$ cat src/rtl/core/rlb64_pkg.sv
// ----------------------------------------------------------------------------
// rlb64_pkg
// Shared constants, queue token type and base64 alphabet for the RLE base64
// line encoder.
// ----------------------------------------------------------------------------
package rlb64_pkg;

    localparam int LW_W = 7;
    localparam logic [LW_W-1:0] LW_RESET = 7'd76;
    localparam logic [7:0] RUN_MAX = 8'd255;
    localparam logic [3:0] MAX_OUT = 4'd12;
    localparam logic [7:0] CHAR_CR = 8'd13;
    localparam logic [7:0] CHAR_LF = 8'd10;
    localparam logic [7:0] CHAR_PAD = 8'd61;
    localparam int QDEPTH_DEF = 4;

    // One byte headed for the base64 stage
    typedef struct packed {
        logic [7:0] data;
        logic       fin;   // byte belongs to the final pixel of the frame
        logic       fend;  // final byte of the frame: flush after it
    } t_tok;

    // Map a sextet to its standard base64 symbol
    function automatic logic [7:0] b64_char(input logic [5:0] v);
        logic [7:0] c;
        case (v) inside
            [6'd0:6'd25]: begin
                c = 8'd65 + {2'b00, v};
            end
            [6'd26:6'd51]: begin
                c = 8'd71 + {2'b00, v};
            end
            [6'd52:6'd61]: begin
                c = {2'b00, v} - 8'd4;
            end
            6'd62: begin
                c = 8'd43;
            end
            default: begin
                c = 8'd47;
            end
        endcase
        return c;
    endfunction

endpackage

$ cat src/rtl/core/rlb64_pix_if.sv
// ----------------------------------------------------------------------------
// rlb64_pix_if
// Pixel channel: valid/ready handshake with pixel byte and frame-end flag.
// ----------------------------------------------------------------------------
interface rlb64_pix_if;
    logic       valid;
    logic       ready;
    logic [7:0] pixel;
    logic       last_pixel;

    modport source (output valid, output pixel, output last_pixel, input ready);
    modport sink (input valid, input pixel, input last_pixel, output ready);
endinterface

$ cat src/rtl/core/rlb64_chr_if.sv
// ----------------------------------------------------------------------------
// rlb64_chr_if
// Character channel: valid/ready handshake with ASCII character and final flag.
// ----------------------------------------------------------------------------
interface rlb64_chr_if;
    logic       valid;
    logic       ready;
    logic [7:0] out_char;
    logic       last_char;

    modport source (output valid, output out_char, output last_char, input ready);
    modport sink (input valid, input out_char, input last_char, output ready);
endinterface

$ cat src/rtl/core/rlb64_front.sv
// ----------------------------------------------------------------------------
// rlb64_front
// Run-length front end: tracks the open run and turns each closed run, and the
// final run of a frame, into value and count bytes, sent one per cycle while the queue is ready.
// ----------------------------------------------------------------------------
module rlb64_front (
    input  logic              i_clk,
    input  logic              i_rst_n,
    rlb64_pix_if.sink         i_pix,
    output logic              o_tok_valid,
    output rlb64_pkg::t_tok   o_tok,
    input  logic              i_tok_ready
);
    import rlb64_pkg::*;

    logic [7:0] r_rv, n_rv;
    logic [7:0] r_rl, n_rl;
    logic       r_open, n_open;
    logic [7:0] r_pb [4];
    logic [7:0] n_pb [4];
    logic [2:0] r_rem, n_rem;
    logic       r_fin, n_fin;

    logic       push;
    logic       acc;
    logic       close;
    logic [7:0] nv;
    logic [7:0] nl;

    // Offer the head byte of the pending list
    assign o_tok_valid = (r_rem != 3'd0);
    assign o_tok.data  = r_pb[0];
    assign o_tok.fin   = r_fin;
    assign o_tok.fend  = r_fin && (r_rem == 3'd1);

    assign push        = o_tok_valid && i_tok_ready;
    assign i_pix.ready = (r_rem == 3'd0) || ((r_rem == 3'd1) && i_tok_ready);
    assign acc         = i_pix.valid && i_pix.ready;

    // Classify the pixel: extend the run or close it
    always_comb begin
        close = r_open && !((i_pix.pixel == r_rv) && (r_rl != RUN_MAX));
        if (!r_open || close) begin
            nv = i_pix.pixel;
            nl = 8'd1;
        end else begin
            nv = r_rv;
            nl = r_rl + 8'd1;
        end
    end

    // Advance the pending list and load a new one on transfer
    always_comb begin
        n_rv   = r_rv;
        n_rl   = r_rl;
        n_open = r_open;
        n_pb   = r_pb;
        n_rem  = r_rem;
        n_fin  = r_fin;
        if (push) begin
            n_pb[0] = r_pb[1];
            n_pb[1] = r_pb[2];
            n_pb[2] = r_pb[3];
            n_rem   = r_rem - 3'd1;
        end
        if (acc) begin
            n_fin = i_pix.last_pixel;
            if (close) begin
                n_pb[0] = r_rv;
                n_pb[1] = r_rl;
                n_pb[2] = nv;
                n_pb[3] = nl;
                n_rem   = i_pix.last_pixel ? 3'd4 : 3'd2;
            end else begin
                n_pb[0] = nv;
                n_pb[1] = nl;
                n_rem   = i_pix.last_pixel ? 3'd2 : 3'd0;
            end
            if (i_pix.last_pixel) begin
                n_rv   = 8'd0;
                n_rl   = 8'd0;
                n_open = 1'b0;
            end else begin
                n_rv   = nv;
                n_rl   = nl;
                n_open = 1'b1;
            end
        end
    end

    // Hold run and list state
    always_ff @(posedge i_clk) begin
        if (!i_rst_n) begin
            r_rv   <= 8'd0;
            r_rl   <= 8'd0;
            r_open <= 1'b0;
            r_rem  <= 3'd0;
            r_fin  <= 1'b0;
        end else begin
            r_rv   <= n_rv;
            r_rl   <= n_rl;
            r_open <= n_open;
            r_rem  <= n_rem;
            r_fin  <= n_fin;
        end
    end

    always_ff @(posedge i_clk) begin
        r_pb <= n_pb;
    end

endmodule

$ cat src/rtl/core/rlb64_fifo.sv
// ----------------------------------------------------------------------------
// rlb64_fifo
// Short token queue between the run-length front end and the base64 back end.
// ----------------------------------------------------------------------------
module rlb64_fifo #(
    parameter int DEPTH = rlb64_pkg::QDEPTH_DEF
) (
    input  logic              i_clk,
    input  logic              i_rst_n,
    input  logic              i_valid,
    input  rlb64_pkg::t_tok   i_tok,
    output logic              o_ready,
    output logic              o_valid,
    output rlb64_pkg::t_tok   o_tok,
    input  logic              i_ready
);
    import rlb64_pkg::*;

    localparam int PW = (DEPTH > 1) ? $clog2(DEPTH) : 1;
    localparam int CW = $clog2(DEPTH + 1);

    t_tok          r_mem [DEPTH];
    logic [PW-1:0] r_wptr, n_wptr;
    logic [PW-1:0] r_rptr, n_rptr;
    logic [CW-1:0] r_cnt, n_cnt;
    logic          wr;
    logic          rd;

    assign o_ready = (r_cnt != CW'(DEPTH));
    assign o_valid = (r_cnt != '0);
    assign o_tok   = r_mem[r_rptr];
    assign wr      = i_valid && o_ready;
    assign rd      = o_valid && i_ready;

    // Advance pointers with wrap at the depth
    always_comb begin
        n_wptr = r_wptr;
        n_rptr = r_rptr;
        n_cnt  = r_cnt;
        if (wr) begin
            n_wptr = (r_wptr == PW'(DEPTH - 1)) ? '0 : r_wptr + PW'(1);
        end
        if (rd) begin
            n_rptr = (r_rptr == PW'(DEPTH - 1)) ? '0 : r_rptr + PW'(1);
        end
        if (wr && !rd) begin
            n_cnt = r_cnt + CW'(1);
        end else if (rd && !wr) begin
            n_cnt = r_cnt - CW'(1);
        end
    end

    always_ff @(posedge i_clk) begin
        if (!i_rst_n) begin
            r_wptr <= '0;
            r_rptr <= '0;
            r_cnt  <= '0;
        end else begin
            r_wptr <= n_wptr;
            r_rptr <= n_rptr;
            r_cnt  <= n_cnt;
        end
    end

    // Store the token on transfer
    always_ff @(posedge i_clk) begin
        if (wr) begin
            r_mem[r_wptr] <= i_tok;
        end
    end

endmodule

$ cat src/rtl/core/rlb64_back.sv
// ----------------------------------------------------------------------------
// rlb64_back
// Base64 back end: groups bytes by three, emits symbols, padding and line
// breaks one character per cycle while the receiver is ready, and closes the frame.
// ----------------------------------------------------------------------------
module rlb64_back (
    input  logic                          i_clk,
    input  logic                          i_rst_n,
    input  logic                          i_cfg_wr_en,
    input  logic [rlb64_pkg::LW_W-1:0]    i_cfg_wr_data,
    input  logic                          i_tok_valid,
    input  rlb64_pkg::t_tok               i_tok,
    output logic                          o_tok_ready,
    rlb64_chr_if.source                   o_chr
);
    import rlb64_pkg::*;

    typedef enum logic [5:0] {
        S_FETCH = 6'b000001,
        S_SYM   = 6'b000010,
        S_WCR   = 6'b000100,
        S_WLF   = 6'b001000,
        S_TCR   = 6'b010000,
        S_TLF   = 6'b100000
    } t_state;

    t_state          r_state, n_state;
    logic [LW_W-1:0] r_lw;
    logic [7:0]      r_g0, n_g0;
    logic [7:0]      r_g1, n_g1;
    logic [1:0]      r_fill, n_fill;
    logic [LW_W-1:0] r_column, n_column;
    logic [3:0]      r_cnt, n_cnt;
    logic            r_drop, n_drop;
    logic            r_fin, n_fin;
    logic            r_end, n_end;
    logic [23:0]     r_word, n_word;
    logic [2:0]      r_nreal, n_nreal;
    logic [1:0]      r_k, n_k;
    logic            r_ovalid, n_ovalid;
    logic [7:0]      r_ochar, n_ochar;
    logic            r_olast, n_olast;

    logic            adv;
    logic            emit;
    logic            finish;
    logic            trunc;
    logic [7:0]      e_char;
    logic [7:0]      w8;
    logic [7:0]      col_inc;
    logic            wrap;
    logic [5:0]      sext;

    assign o_chr.valid     = r_ovalid;
    assign o_chr.out_char  = r_ochar;
    assign o_chr.last_char = r_olast;

    assign adv     = !r_ovalid || o_chr.ready;
    assign w8      = (r_lw == '0) ? 8'd1 : {1'b0, r_lw};
    assign col_inc = {1'b0, r_column} + 8'd1;
    assign wrap    = (col_inc >= w8);
    assign trunc   = r_fin && (r_cnt == MAX_OUT - 4'd1);

    // Pick the sextet for the current symbol
    always_comb begin
        case (r_k)
            2'd0: sext = r_word[23:18];
            2'd1: sext = r_word[17:12];
            2'd2: sext = r_word[11:6];
            default: sext = r_word[5:0];
        endcase
    end

    // Sequence tokens into characters
    always_comb begin
        n_state  = r_state;
        n_g0     = r_g0;
        n_g1     = r_g1;
        n_fill   = r_fill;
        n_column = r_column;
        n_cnt    = r_cnt;
        n_drop   = r_drop;
        n_fin    = r_fin;
        n_end    = r_end;
        n_word   = r_word;
        n_nreal  = r_nreal;
        n_k      = r_k;
        n_ovalid = r_ovalid && !o_chr.ready;
        n_ochar  = r_ochar;
        n_olast  = r_olast;
        o_tok_ready = 1'b0;
        emit     = 1'b0;
        finish   = 1'b0;
        e_char   = CHAR_CR;
        case (r_state)
            S_FETCH: begin
                if (i_tok_valid) begin
                    o_tok_ready = 1'b1;
                    if (r_drop) begin
                        // drop the rest of a truncated frame
                        if (i_tok.fend) begin
                            n_drop = 1'b0;
                        end
                    end else begin
                        n_fin = i_tok.fin;
                        n_end = i_tok.fend;
                        n_k   = 2'd0;
                        if (r_fill == 2'd2) begin
                            n_word  = {r_g0, r_g1, i_tok.data};
                            n_nreal = 3'd4;
                            n_fill  = 2'd0;
                            n_state = S_SYM;
                        end else if (r_fill == 2'd0) begin
                            n_g0 = i_tok.data;
                            if (i_tok.fend) begin
                                n_word  = {i_tok.data, 16'h0000};
                                n_nreal = 3'd2;
                                n_fill  = 2'd0;
                                n_state = S_SYM;
                            end else begin
                                n_fill = 2'd1;
                            end
                        end else begin
                            n_g1 = i_tok.data;
                            if (i_tok.fend) begin
                                n_word  = {r_g0, i_tok.data, 8'h00};
                                n_nreal = 3'd3;
                                n_fill  = 2'd0;
                                n_state = S_SYM;
                            end else begin
                                n_fill = 2'd2;
                            end
                        end
                    end
                end
            end
            S_SYM: begin
                if (adv) begin
                    emit     = 1'b1;
                    e_char   = ({1'b0, r_k} < r_nreal) ? b64_char(sext) : CHAR_PAD;
                    n_column = wrap ? '0 : col_inc[LW_W-1:0];
                    if (wrap) begin
                        n_state = S_WCR;
                    end else if (r_k == 2'd3) begin
                        n_state = r_end ? S_TCR : S_FETCH;
                    end else begin
                        n_k = r_k + 2'd1;
                    end
                end
            end
            S_WCR: begin
                if (adv) begin
                    emit    = 1'b1;
                    e_char  = CHAR_CR;
                    n_state = S_WLF;
                end
            end
            S_WLF: begin
                if (adv) begin
                    emit   = 1'b1;
                    e_char = CHAR_LF;
                    if (r_k == 2'd3) begin
                        finish  = r_end;
                        n_state = S_FETCH;
                    end else begin
                        n_k     = r_k + 2'd1;
                        n_state = S_SYM;
                    end
                end
            end
            S_TCR: begin
                if (adv) begin
                    emit    = 1'b1;
                    e_char  = CHAR_CR;
                    n_state = S_TLF;
                end
            end
            S_TLF: begin
                if (adv) begin
                    emit    = 1'b1;
                    e_char  = CHAR_LF;
                    finish  = 1'b1;
                    n_state = S_FETCH;
                end
            end
            default: begin
                n_state = S_FETCH;
            end
        endcase

        // Load the output register and close the frame on its final character
        if (emit) begin
            n_ovalid = 1'b1;
            n_ochar  = e_char;
            n_olast  = finish || trunc;
            if (r_fin) begin
                n_cnt = r_cnt + 4'd1;
            end
            if (finish || trunc) begin
                n_state  = S_FETCH;
                n_column = '0;
                n_fill   = 2'd0;
                n_cnt    = 4'd0;
                n_fin    = 1'b0;
                n_end    = 1'b0;
                n_drop   = !r_end;
            end
        end
    end

    // Hold control state
    always_ff @(posedge i_clk) begin
        if (!i_rst_n) begin
            r_state  <= S_FETCH;
            r_lw     <= LW_RESET;
            r_fill   <= 2'd0;
            r_column <= '0;
            r_cnt    <= 4'd0;
            r_drop   <= 1'b0;
            r_fin    <= 1'b0;
            r_end    <= 1'b0;
            r_ovalid <= 1'b0;
        end else begin
            r_state  <= n_state;
            if (i_cfg_wr_en) begin
                r_lw <= i_cfg_wr_data;
            end
            r_fill   <= n_fill;
            r_column <= n_column;
            r_cnt    <= n_cnt;
            r_drop   <= n_drop;
            r_fin    <= n_fin;
            r_end    <= n_end;
            r_ovalid <= n_ovalid;
        end
    end

    // Hold payload
    always_ff @(posedge i_clk) begin
        r_g0    <= n_g0;
        r_g1    <= n_g1;
        r_word  <= n_word;
        r_nreal <= n_nreal;
        r_k     <= n_k;
        r_ochar <= n_ochar;
        r_olast <= n_olast;
    end

`ifndef SYNTHESIS
    a_cnt_range: assert property (@(posedge i_clk) disable iff (!i_rst_n)
        r_cnt <= MAX_OUT)
        else $error("frame character count past limit");

    a_drop_fetch: assert property (@(posedge i_clk) disable iff (!i_rst_n)
        r_drop |-> (r_state == S_FETCH))
        else $error("dropping tokens outside fetch");

    a_fill_range: assert property (@(posedge i_clk) disable iff (!i_rst_n)
        r_fill != 2'd3)
        else $error("group fill out of range");

    a_frame_close: assert property (@(posedge i_clk) disable iff (!i_rst_n)
        (emit && (finish || trunc)) |=>
            (r_column == '0 && r_cnt == 4'd0 && r_fill == 2'd0 && r_olast))
        else $error("frame state not cleared after final character");
`endif

endmodule

$ cat src/rtl/core/rle_base64_line_encoder.sv
// A pixel's run bytes pass through the front end's pending list, the token queue
// and the back end's group word before the output register shows a character.
// Throughput: one pixel per cycle while a run grows and no run bytes are pending;
// after a run-closing pixel the front end holds off pixels until its bytes reach the
// queue, and the back end takes no byte while it emits a group's characters.
// Reset: synchronous active-low i_rst_n clears run, group, column and queues; width 76.
// ----------------------------------------------------------------------------
// rle_base64_line_encoder
// Run-length encodes greyscale pixels and emits them as base64 text wrapped
// into CR LF terminated lines.
// ----------------------------------------------------------------------------
module rle_base64_line_encoder #(
    parameter int QDEPTH = rlb64_pkg::QDEPTH_DEF
) (
    input  logic                          i_clk,
    input  logic                          i_rst_n,
    input  logic                          i_cfg_wr_en,
    input  logic [rlb64_pkg::LW_W-1:0]    i_cfg_wr_data,
    rlb64_pix_if.sink                     i_pix,
    rlb64_chr_if.source                   o_chr
);
    import rlb64_pkg::*;

    logic fr_valid;
    t_tok fr_tok;
    logic fr_ready;
    logic bk_valid;
    t_tok bk_tok;
    logic bk_ready;

    // Classify pixels into run bytes
    rlb64_front u_front (
        .i_clk       (i_clk),
        .i_rst_n     (i_rst_n),
        .i_pix       (i_pix),
        .o_tok_valid (fr_valid),
        .o_tok       (fr_tok),
        .i_tok_ready (fr_ready)
    );

    // Decouple front and back
    rlb64_fifo #(
        .DEPTH (QDEPTH)
    ) u_fifo (
        .i_clk   (i_clk),
        .i_rst_n (i_rst_n),
        .i_valid (fr_valid),
        .i_tok   (fr_tok),
        .o_ready (fr_ready),
        .o_valid (bk_valid),
        .o_tok   (bk_tok),
        .i_ready (bk_ready)
    );

    // Encode bytes into wrapped base64 text
    rlb64_back u_back (
        .i_clk         (i_clk),
        .i_rst_n       (i_rst_n),
        .i_cfg_wr_en   (i_cfg_wr_en),
        .i_cfg_wr_data (i_cfg_wr_data),
        .i_tok_valid   (bk_valid),
        .i_tok         (bk_tok),
        .o_tok_ready   (bk_ready),
        .o_chr         (o_chr)
    );

endmodule

$ cat src/flat_wrapper.sv
// flat-port wrapper written by rule: the top's interface ports become plain ports
module rle_base64_line_encoder_flat import rlb64_pkg::*;
#(
    parameter int QDEPTH = rlb64_pkg::QDEPTH_DEF
)
  (i_clk, i_rst_n, i_cfg_wr_en, i_cfg_wr_data, i_pix_valid, i_pix_pixel, i_pix_last_pixel, i_pix_ready, o_chr_valid, o_chr_out_char, o_chr_last_char, o_chr_ready);
  rlb64_pix_if i_pix_i ();
  rlb64_chr_if o_chr_i ();
  input  logic i_clk;
  input  logic i_rst_n;
  input  logic i_cfg_wr_en;
  input  logic [rlb64_pkg::LW_W-1:0] i_cfg_wr_data;
  input wire logic [$bits(i_pix_i.valid)-1:0] i_pix_valid;
  input wire logic [$bits(i_pix_i.pixel)-1:0] i_pix_pixel;
  input wire logic [$bits(i_pix_i.last_pixel)-1:0] i_pix_last_pixel;
  output wire logic [$bits(i_pix_i.ready)-1:0] i_pix_ready;
  output wire logic [$bits(o_chr_i.valid)-1:0] o_chr_valid;
  output wire logic [$bits(o_chr_i.out_char)-1:0] o_chr_out_char;
  output wire logic [$bits(o_chr_i.last_char)-1:0] o_chr_last_char;
  input wire logic [$bits(o_chr_i.ready)-1:0] o_chr_ready;
  assign i_pix_i.valid = i_pix_valid;
  assign i_pix_i.pixel = i_pix_pixel;
  assign i_pix_i.last_pixel = i_pix_last_pixel;
  assign i_pix_ready = i_pix_i.ready;
  assign o_chr_valid = o_chr_i.valid;
  assign o_chr_out_char = o_chr_i.out_char;
  assign o_chr_last_char = o_chr_i.last_char;
  assign o_chr_i.ready = o_chr_ready;
  rle_base64_line_encoder #(.QDEPTH(QDEPTH)) u_core (.i_clk(i_clk), .i_rst_n(i_rst_n), .i_cfg_wr_en(i_cfg_wr_en), .i_cfg_wr_data(i_cfg_wr_data), .i_pix(i_pix_i), .o_chr(o_chr_i));
endmodule
$ cat config.mk
export PLATFORM = sky130hd
export DESIGN_NAME = rle_base64_line_encoder_flat
export DESIGN_NICKNAME = d
export VERILOG_FILES = /design/src/rtl/core/rlb64_pkg.sv /design/src/rtl/core/rlb64_pix_if.sv /design/src/rtl/core/rlb64_chr_if.sv /design/src/rtl/core/rlb64_front.sv /design/src/rtl/core/rlb64_fifo.sv /design/src/rtl/core/rlb64_back.sv /design/src/rtl/core/rle_base64_line_encoder.sv /design/src/flat_wrapper.sv
export SDC_FILE = /design/constraint.sdc
export NUM_CORES = 1
export LEC_CHECK = 0
export ABC_AREA = 1
export ABC_CLOCK_PERIOD_IN_PS = 3000
export BUFFER_PORTS_ARGS = -buffer_cell sky130_fd_sc_hd__buf_2
export CAP_MARGIN = 10
export CORE_ASPECT_RATIO = 0.75
export CORE_UTILIZATION = 59
export CTS_CLUSTER_DIAMETER = 200
export DETAILED_ROUTE_END_ITERATION = 12
export PLACE_DENSITY_LB_ADDON = 0.12
export SKIP_LAST_GASP = 1
export SLEW_MARGIN = 10
export SYNTH_ARGS = -nofsm -noshare
export SYNTH_HDL_FRONTEND = slang
export SYNTH_SLANG_ARGS = --single-unit
$ cat constraint.sdc
create_clock -name i_clk -period 3 [get_ports i_clk]
set_input_delay 0.15 -clock i_clk [delete_from_list [all_inputs] [get_ports i_clk]]
set_output_delay 0.15 -clock i_clk [all_outputs]
set_load 0.01 [all_outputs]
# Word level (Yosys, flattened, before mapping)
# Memory sizes are Yosys's and may differ from the RTL's. A register that Yosys moved wholly into a read port is not among the register bits.
# Cells that the tools add are included.
[classes] n_eq_ne=23 n_mux=102 mul=0 addsub=12 div=0 reduce_logical=44 magnitude_cmp=8 bitwise=3 shift=0
[ops] operator="$mux W24" n=5
[ops] operator="$mux W6" n=13
[ops] operator="$mux W8" n=9
[ops] operator="$mux W7" n=6
[ops] operator="$mux W2" n=20
[ops] operator="$pmux W6 S6" n=1
[ops] operator="$mux W3" n=11
[ops] operator="$mux W16" n=2
[ops] operator="$mux W32" n=1
[ops] operator="$mux W1" n=27
[ops] operator="$pmux W6 S3" n=1
[ops] operator="$add A7 B6 Y8 const A" n=2
[ops] operator="$pmux W8 S2" n=1
[ops] operator="$logic_and A1 B1 Y1" n=14
[ops] operator="$eq A6 B6 Y1 const B" n=2
[ops] operator="$le A6 B6 Y1 const B" n=2
[ops] operator="$eq A2 B2 Y1 const B" n=5
[ops] operator="$reduce_and A5 Y1" n=2
[ops] operator="$reduce_bool A3 Y1" n=3
[ops] operator="$add A7 B1 Y8 const B" n=1
[ops] operator="$add A8 B1 Y8 const B" n=1
[ops] operator="$eq A8 B8 Y1" n=1
[ops] operator="$ge A8 B7 Y1" n=1
[ops] operator="$mux W4" n=2
[ops] operator="37 further kinds" n=59
[totals] output_inout_bits=11 word_cells=221 ramBits=40 input_bits=21 reg_bits=144 n_memories=1 rom_bits=0 latch_bits=0
[memory_table] name="u_core.u_fifo.r_mem" words=4 width=10 rd=1 rd_ports_with_merged_regs=1 write_ports=1 line_no="rlb64_fifo.sv:22" source="t_tok r_mem [DEPTH];"

# Logic depth before layout (Yosys ltp)
[logic_depth] ltp_word=10 mapped_depth=20 depth_no_buf=19

# Modules after synthesis
# Synthesis repeated with hierarchy kept, for this count alone.
[unflattened] cells_unflattened=1030 hier_area_um2=9170.0
[by_module_without_submodules] mod="rlb64_back" area_per_inst_um2=4362.9 seq_area_each_um2=2222.1 n_inst=1 cells_per_inst=493
[by_module_without_submodules] mod="rlb64_front" area_per_inst_um2=2822.7 seq_area_each_um2=1301.2 n_inst=1 cells_per_inst=370
[by_module_without_submodules] mod="rlb64_fifo" area_per_inst_um2=1984.4 seq_area_each_um2=1381.3 n_inst=1 cells_per_inst=167

# Worst setup path before layout
# OpenSTA, ideal clock, no wires.
[synth_timing] path_type="register to register" from="register with a tool-made name" to="register u_core.u_back.r_nreal[0] (enable)" path_buffers=2 stages_incl_launch_ff=8 arrival_ns=2.292 setup_slack_ns=0.297 t_required_ns=2.589 synth_period_minus_slack_ns=2.703 cell_sequence="dfxtp_1 buf_2 inv_1 clkbuf_1 a32o_1 nand2_1 nand2_1 nor2_1"
[synth_lines] element="end signal: assignment" line_no="rlb64_back.sv:243" source="r_nreal <= n_nreal;"
[synth_lines] element="end: declaration" line_no="rlb64_back.sv:38" source="logic [2:0] r_nreal, n_nreal;"

# Worst setup path in the final report
[layout_timing] from="register u_core.u_back.r_k[0]" to="register u_core.u_back.r_ochar[2] (netlist: u_core.u_back.o_chr.out_char[2]) (data pin)"
[layout_between] elab_chain_cells=10
[layout_lines] element="start: declaration" line_no="rlb64_back.sv:39" source="logic [1:0] r_k, n_k;"
[layout_lines] element="start signal: assignment" line_no="rlb64_back.sv:244" source="r_k <= n_k;"
[layout_lines] element="$eq A2 B2 Y1 (tied with other cells)" line_no="rlb64_back.sv:66" source="case (r_k)"
[layout_lines] element="$pmux W6 S3" line_no="rlb64_back.sv:66"
[layout_lines] element="$ge A6 B6 Y1 (not written as such) (tied with other cells)" line_no="rlb64_back.sv:140" source="e_char = ({1'b0, r_k} < r_nreal) ? b64_char(sext) : CHAR_PAD;"
[layout_lines] element="$logic_and A1 B1 Y1 (not written as such) / $mux W3 (equally long branches)" line_no="rlb64_back.sv:140, rlb64_pkg.sv:27"
[layout_lines] element="$mux W8 (3 in series)" line_no="rlb64_pkg.sv:27" source="case (v) inside"
[layout_lines] element="$mux W8 *" line_no="rlb64_back.sv:140"
[layout_lines] element="$mux W8 *" line_no="rlb64_back.sv:138" source="if (adv) begin"
[layout_lines] element="$pmux W8 S2 *" line_no="rlb64_back.sv:95" source="case (r_state)"
[layout_lines] element="named net u_core.u_back.e_char[2]" line_no="rlb64_back.sv:48" source="logic [7:0] e_char;"
[layout_lines] element="end signal: assignment" line_no="rlb64_back.sv:245" source="r_ochar <= n_ochar;"
[layout_lines] element="end: declaration" line_no="rlb64_back.sv:41" source="logic [7:0] r_ochar, n_ochar;"
# The timed path passes the listed nets; every way through them passes the cells marked *.
# A chain may end at the register's enable or synchronous reset.

==> metrics <==
final slew viol count 0; largest net degree at the start of global routing 32; CP required 3.18 ns; grt met3 use 5.98%; Layout Nets 1102; Placed Cells 1221; cell-internal power 6.49 mW; CTS HTree Levels 4; Max clock buf depth 2; DIE AREA 0.0155 sq mm; worst rel slew slack 48.1%; Worst-Skew Late Latency 0.43 ns; vias in the first global route 6272; grt ovf 0; via count 6812; Die Span Y 108 um; synth-to-layout area growth 13.0%; clock sinks 186; post-layout min period 2.74 ns; Site Rows 38; Pwr Density 1070 mW/mm^2; status completed; DP Area 0.00930 sq mm; CP Max Fanout 7; fin area 0.0100 sq mm; Port Buffers 31; Via-to-Cell Ratio 5.39; Mapped Nets 1049; Flop pwr share 39.4%; combinational power share 39.0%; Post-route DRC 0; ys flop type edfxtp_1; ratio of final minimum period to clock period 91.2%; Worst Hold Class in2reg; TritonCTS clock tree built; Max Cap Viol 0; Tot Pwr 10.7 mW; core area 0.0145 sq mm; most common cell after layout, fill and taps aside nand2_1; Final Hold Fails 0; M2 GR Usage 38.9%; Post-synth EDFFs 118; Setup WS post-layout 0.264 ns; gr usage total 26.8%; Final ANT Viol Nets 0; CTS buffer count 17; initial antenna violation count 0; FFs w/ async S/R, synth 0%; CTS clock-pin slew for the worst setup and hold paths 0.07 ns; critical path endpoint category flip-flop; fmax 0.365 GHz; Fin Setup TNS 0 ns; Net Sw Power 4.19 mW; initial drt markers 683; fillcell total 1147; Post-Route WL 19300 um; average size of a mapped cell 8.88 sq um; Worst Tran Pin Value 0.777 ns; CP Class reg2reg; Die Wd 144 um; fin cells 1264; area of the multi-input gates 0.00336 sq mm; WL per Instance 15.3 um; clock network power share 21.5%; TritonRoute pass-1 iters 5; layout cells sized above 1 11.5%; Initial Util 60.9%; register area share after synthesis 55.3%; area occupied by registers 0.00490 sq mm; Synth cell types 42; Worst Skew 0.0117 ns; Cell Area, Synth 0.00887 sq mm; #FFs+latches synth 186; met1 Track Usage GR 40.5%; Setup WS pre-CTS 0.184 ns; RePlAce Congestion 0.895; cells after synthesis 998; setup violators final 0; # IOs 32; sw frac 39.2%; commonest cells after routing, fill and taps aside nand2_1 (239), edfxtp_1 (118), inv_1 (115), nand3_1 (76), o21ai_0 (75); VDD IR max 0.765 mV; first-pass GRT wire length 31400 um; DP HPWL 13500 um; Worst EP arrival 2.92 ns; ANT cells 0; CTS Root Cell clkbuf_16; GR peak layer met1; number of synthesis warnings 0; Static Leak 4.21 nW; CP Launch Type flip-flop
==> sequential cells by signal (all words and copies together), names as in the netlist, 3 cells and up, named ones only <==
name and cells:
u_core.u_front.r_rl 8, u_core.u_back.o_chr.out_char 8, u_core.u_back.r_cnt 4, u_core.u_back.r_lw 7, u_core.u_front.r_rv 8, u_core.u_back.r_word 24, u_core.u_back.r_column 7, u_core.u_fifo.r_cnt 3
u_core.u_front.r_rem 3, u_core.u_back.r_state 6, u_core.u_front.o_tok 8, u_core.u_back.r_g1 8, u_core.u_front.r_pb 24, u_core.u_fifo.r_mem 40, u_core.u_back.r_nreal 3, u_core.u_back.r_g0 8
==> path summary, 6_finish.rpt <==
check	startpoint	depth (start not counted)	end	slack (ns)
setup / recovery	u_core.u_back.r_k[0]$_SDFFCE_PN0P_	17	u_core.u_back.o_chr.out_char[2]$_DFFE_PP_	0.26
hold / removal	i_pix_last_pixel	3	u_core.u_front.r_fin$_SDFFE_PN0P_	0.02
setup reg to reg	u_core.u_back.r_k[0]$_SDFFCE_PN0P_	17	u_core.u_back.o_chr.out_char[2]$_DFFE_PP_	0.26
hold reg to reg	u_core.u_back.r_column[6]$_SDFF_PN0_	2	u_core.u_back.r_column[6]$_SDFF_PN0_	0.47
==> synthesized netlist by cell type (15+ instances only) <==
master / instances / area (sq um)
ha_1: 29 / 363
o22ai_1: 15 / 93.8
clkbuf_1: 21 / 78.8
dfxtp_1: 68 / 1360
a21oi_1: 44 / 220
nand2_1: 239 / 897
nand3_1: 76 / 380
edfxtp_1: 118 / 3540
inv_1: 115 / 432
o21ai_0: 76 / 380
nor2_1: 72 / 270
==> cell type report <==
class	count	area share, %
clock buffers	25	5.17
clock inverters	7	0.874
flip-flops and latches	186	49.0
inverters	133	4.98
repair buffers	61	4.02
multi-input cells	652	33.5
well taps	200	2.50
==> what timing repair did <==
action                                  4_1_cts  5_1_grt
hold buffers                                  7        0
endpoints found under the setup margin        0        4
endpoints found under the hold margin         5        0
buffers inserted                              0        4
resized for setup                             0        2
==> logic make-up (layout without fill, tap and decap cells) <==
| logic type | after synthesis | after routing | synth area share, % |
|---|---|---|---|
| buffers and inverters | 160 | 226 | 6.91 |
| AND/OR/NAND/NOR | 436 | 436 | 21.5 |
| AO/OA/AOI/OAI | 169 | 169 | 10.3 |
| XOR/XNOR | 17 | 17 | 1.68 |
| flip-flops | 186 | 186 | 55.3 |
| adder cells (fa/ha/maj) | 30 | 30 | 4.32 |
==> worst max-delay path, stage by stage (launching register included) <==
cell	delay, ns
edfxtp_1	0.54
nand2_2	0.17
or2_0	0.23
nand2_1	0.20
inv_2	0.08
ha_1	0.23
inv_1	0.09
o21ai_1	0.11
nand3_1	0.10
nand2_1	0.06
nand2_2	0.15
inv_2	0.09
nand3_1	0.12
nor2_1	0.05
nor2_1	0.09
nand2_1	0.06
nand2_1	0.05
nand2_1	0.05
==> metrics by stage <==
stage               hold slack [ns]  util (%)
floorplan                     0.250         -
global placement              0.367      63.9
detailed placement            0.366      63.9
CTS                         0.00478      68.6
global route                 0.0402      68.9
finish                       0.0205      68.9
==> power by group through the flow <==
stage	registers, mW	logic, mW	clock network (mW)
final	4.22	4.17	2.30
after global routing	4.29	4.70	2.42
after CTS	4.21	4.07	2.33
after detailed placement	4.25	4.04	0
after global placement	4.25	4.01	0
after floorplan	4.09	3.00	0
==> per-layer routing <==
| metal | vias to the layer above | share of wire [%] |
|---|---|---|
| met2 | 208 | 43 |
| met1 | 3151 | 51 |
| met3 | 13 | 5.9 |
| met4 | 0 | 0.69 |
| met5 | - | 0 |
| li1 | 3440 | - |
No activity file was read; power rests on OpenSTA's default activity.
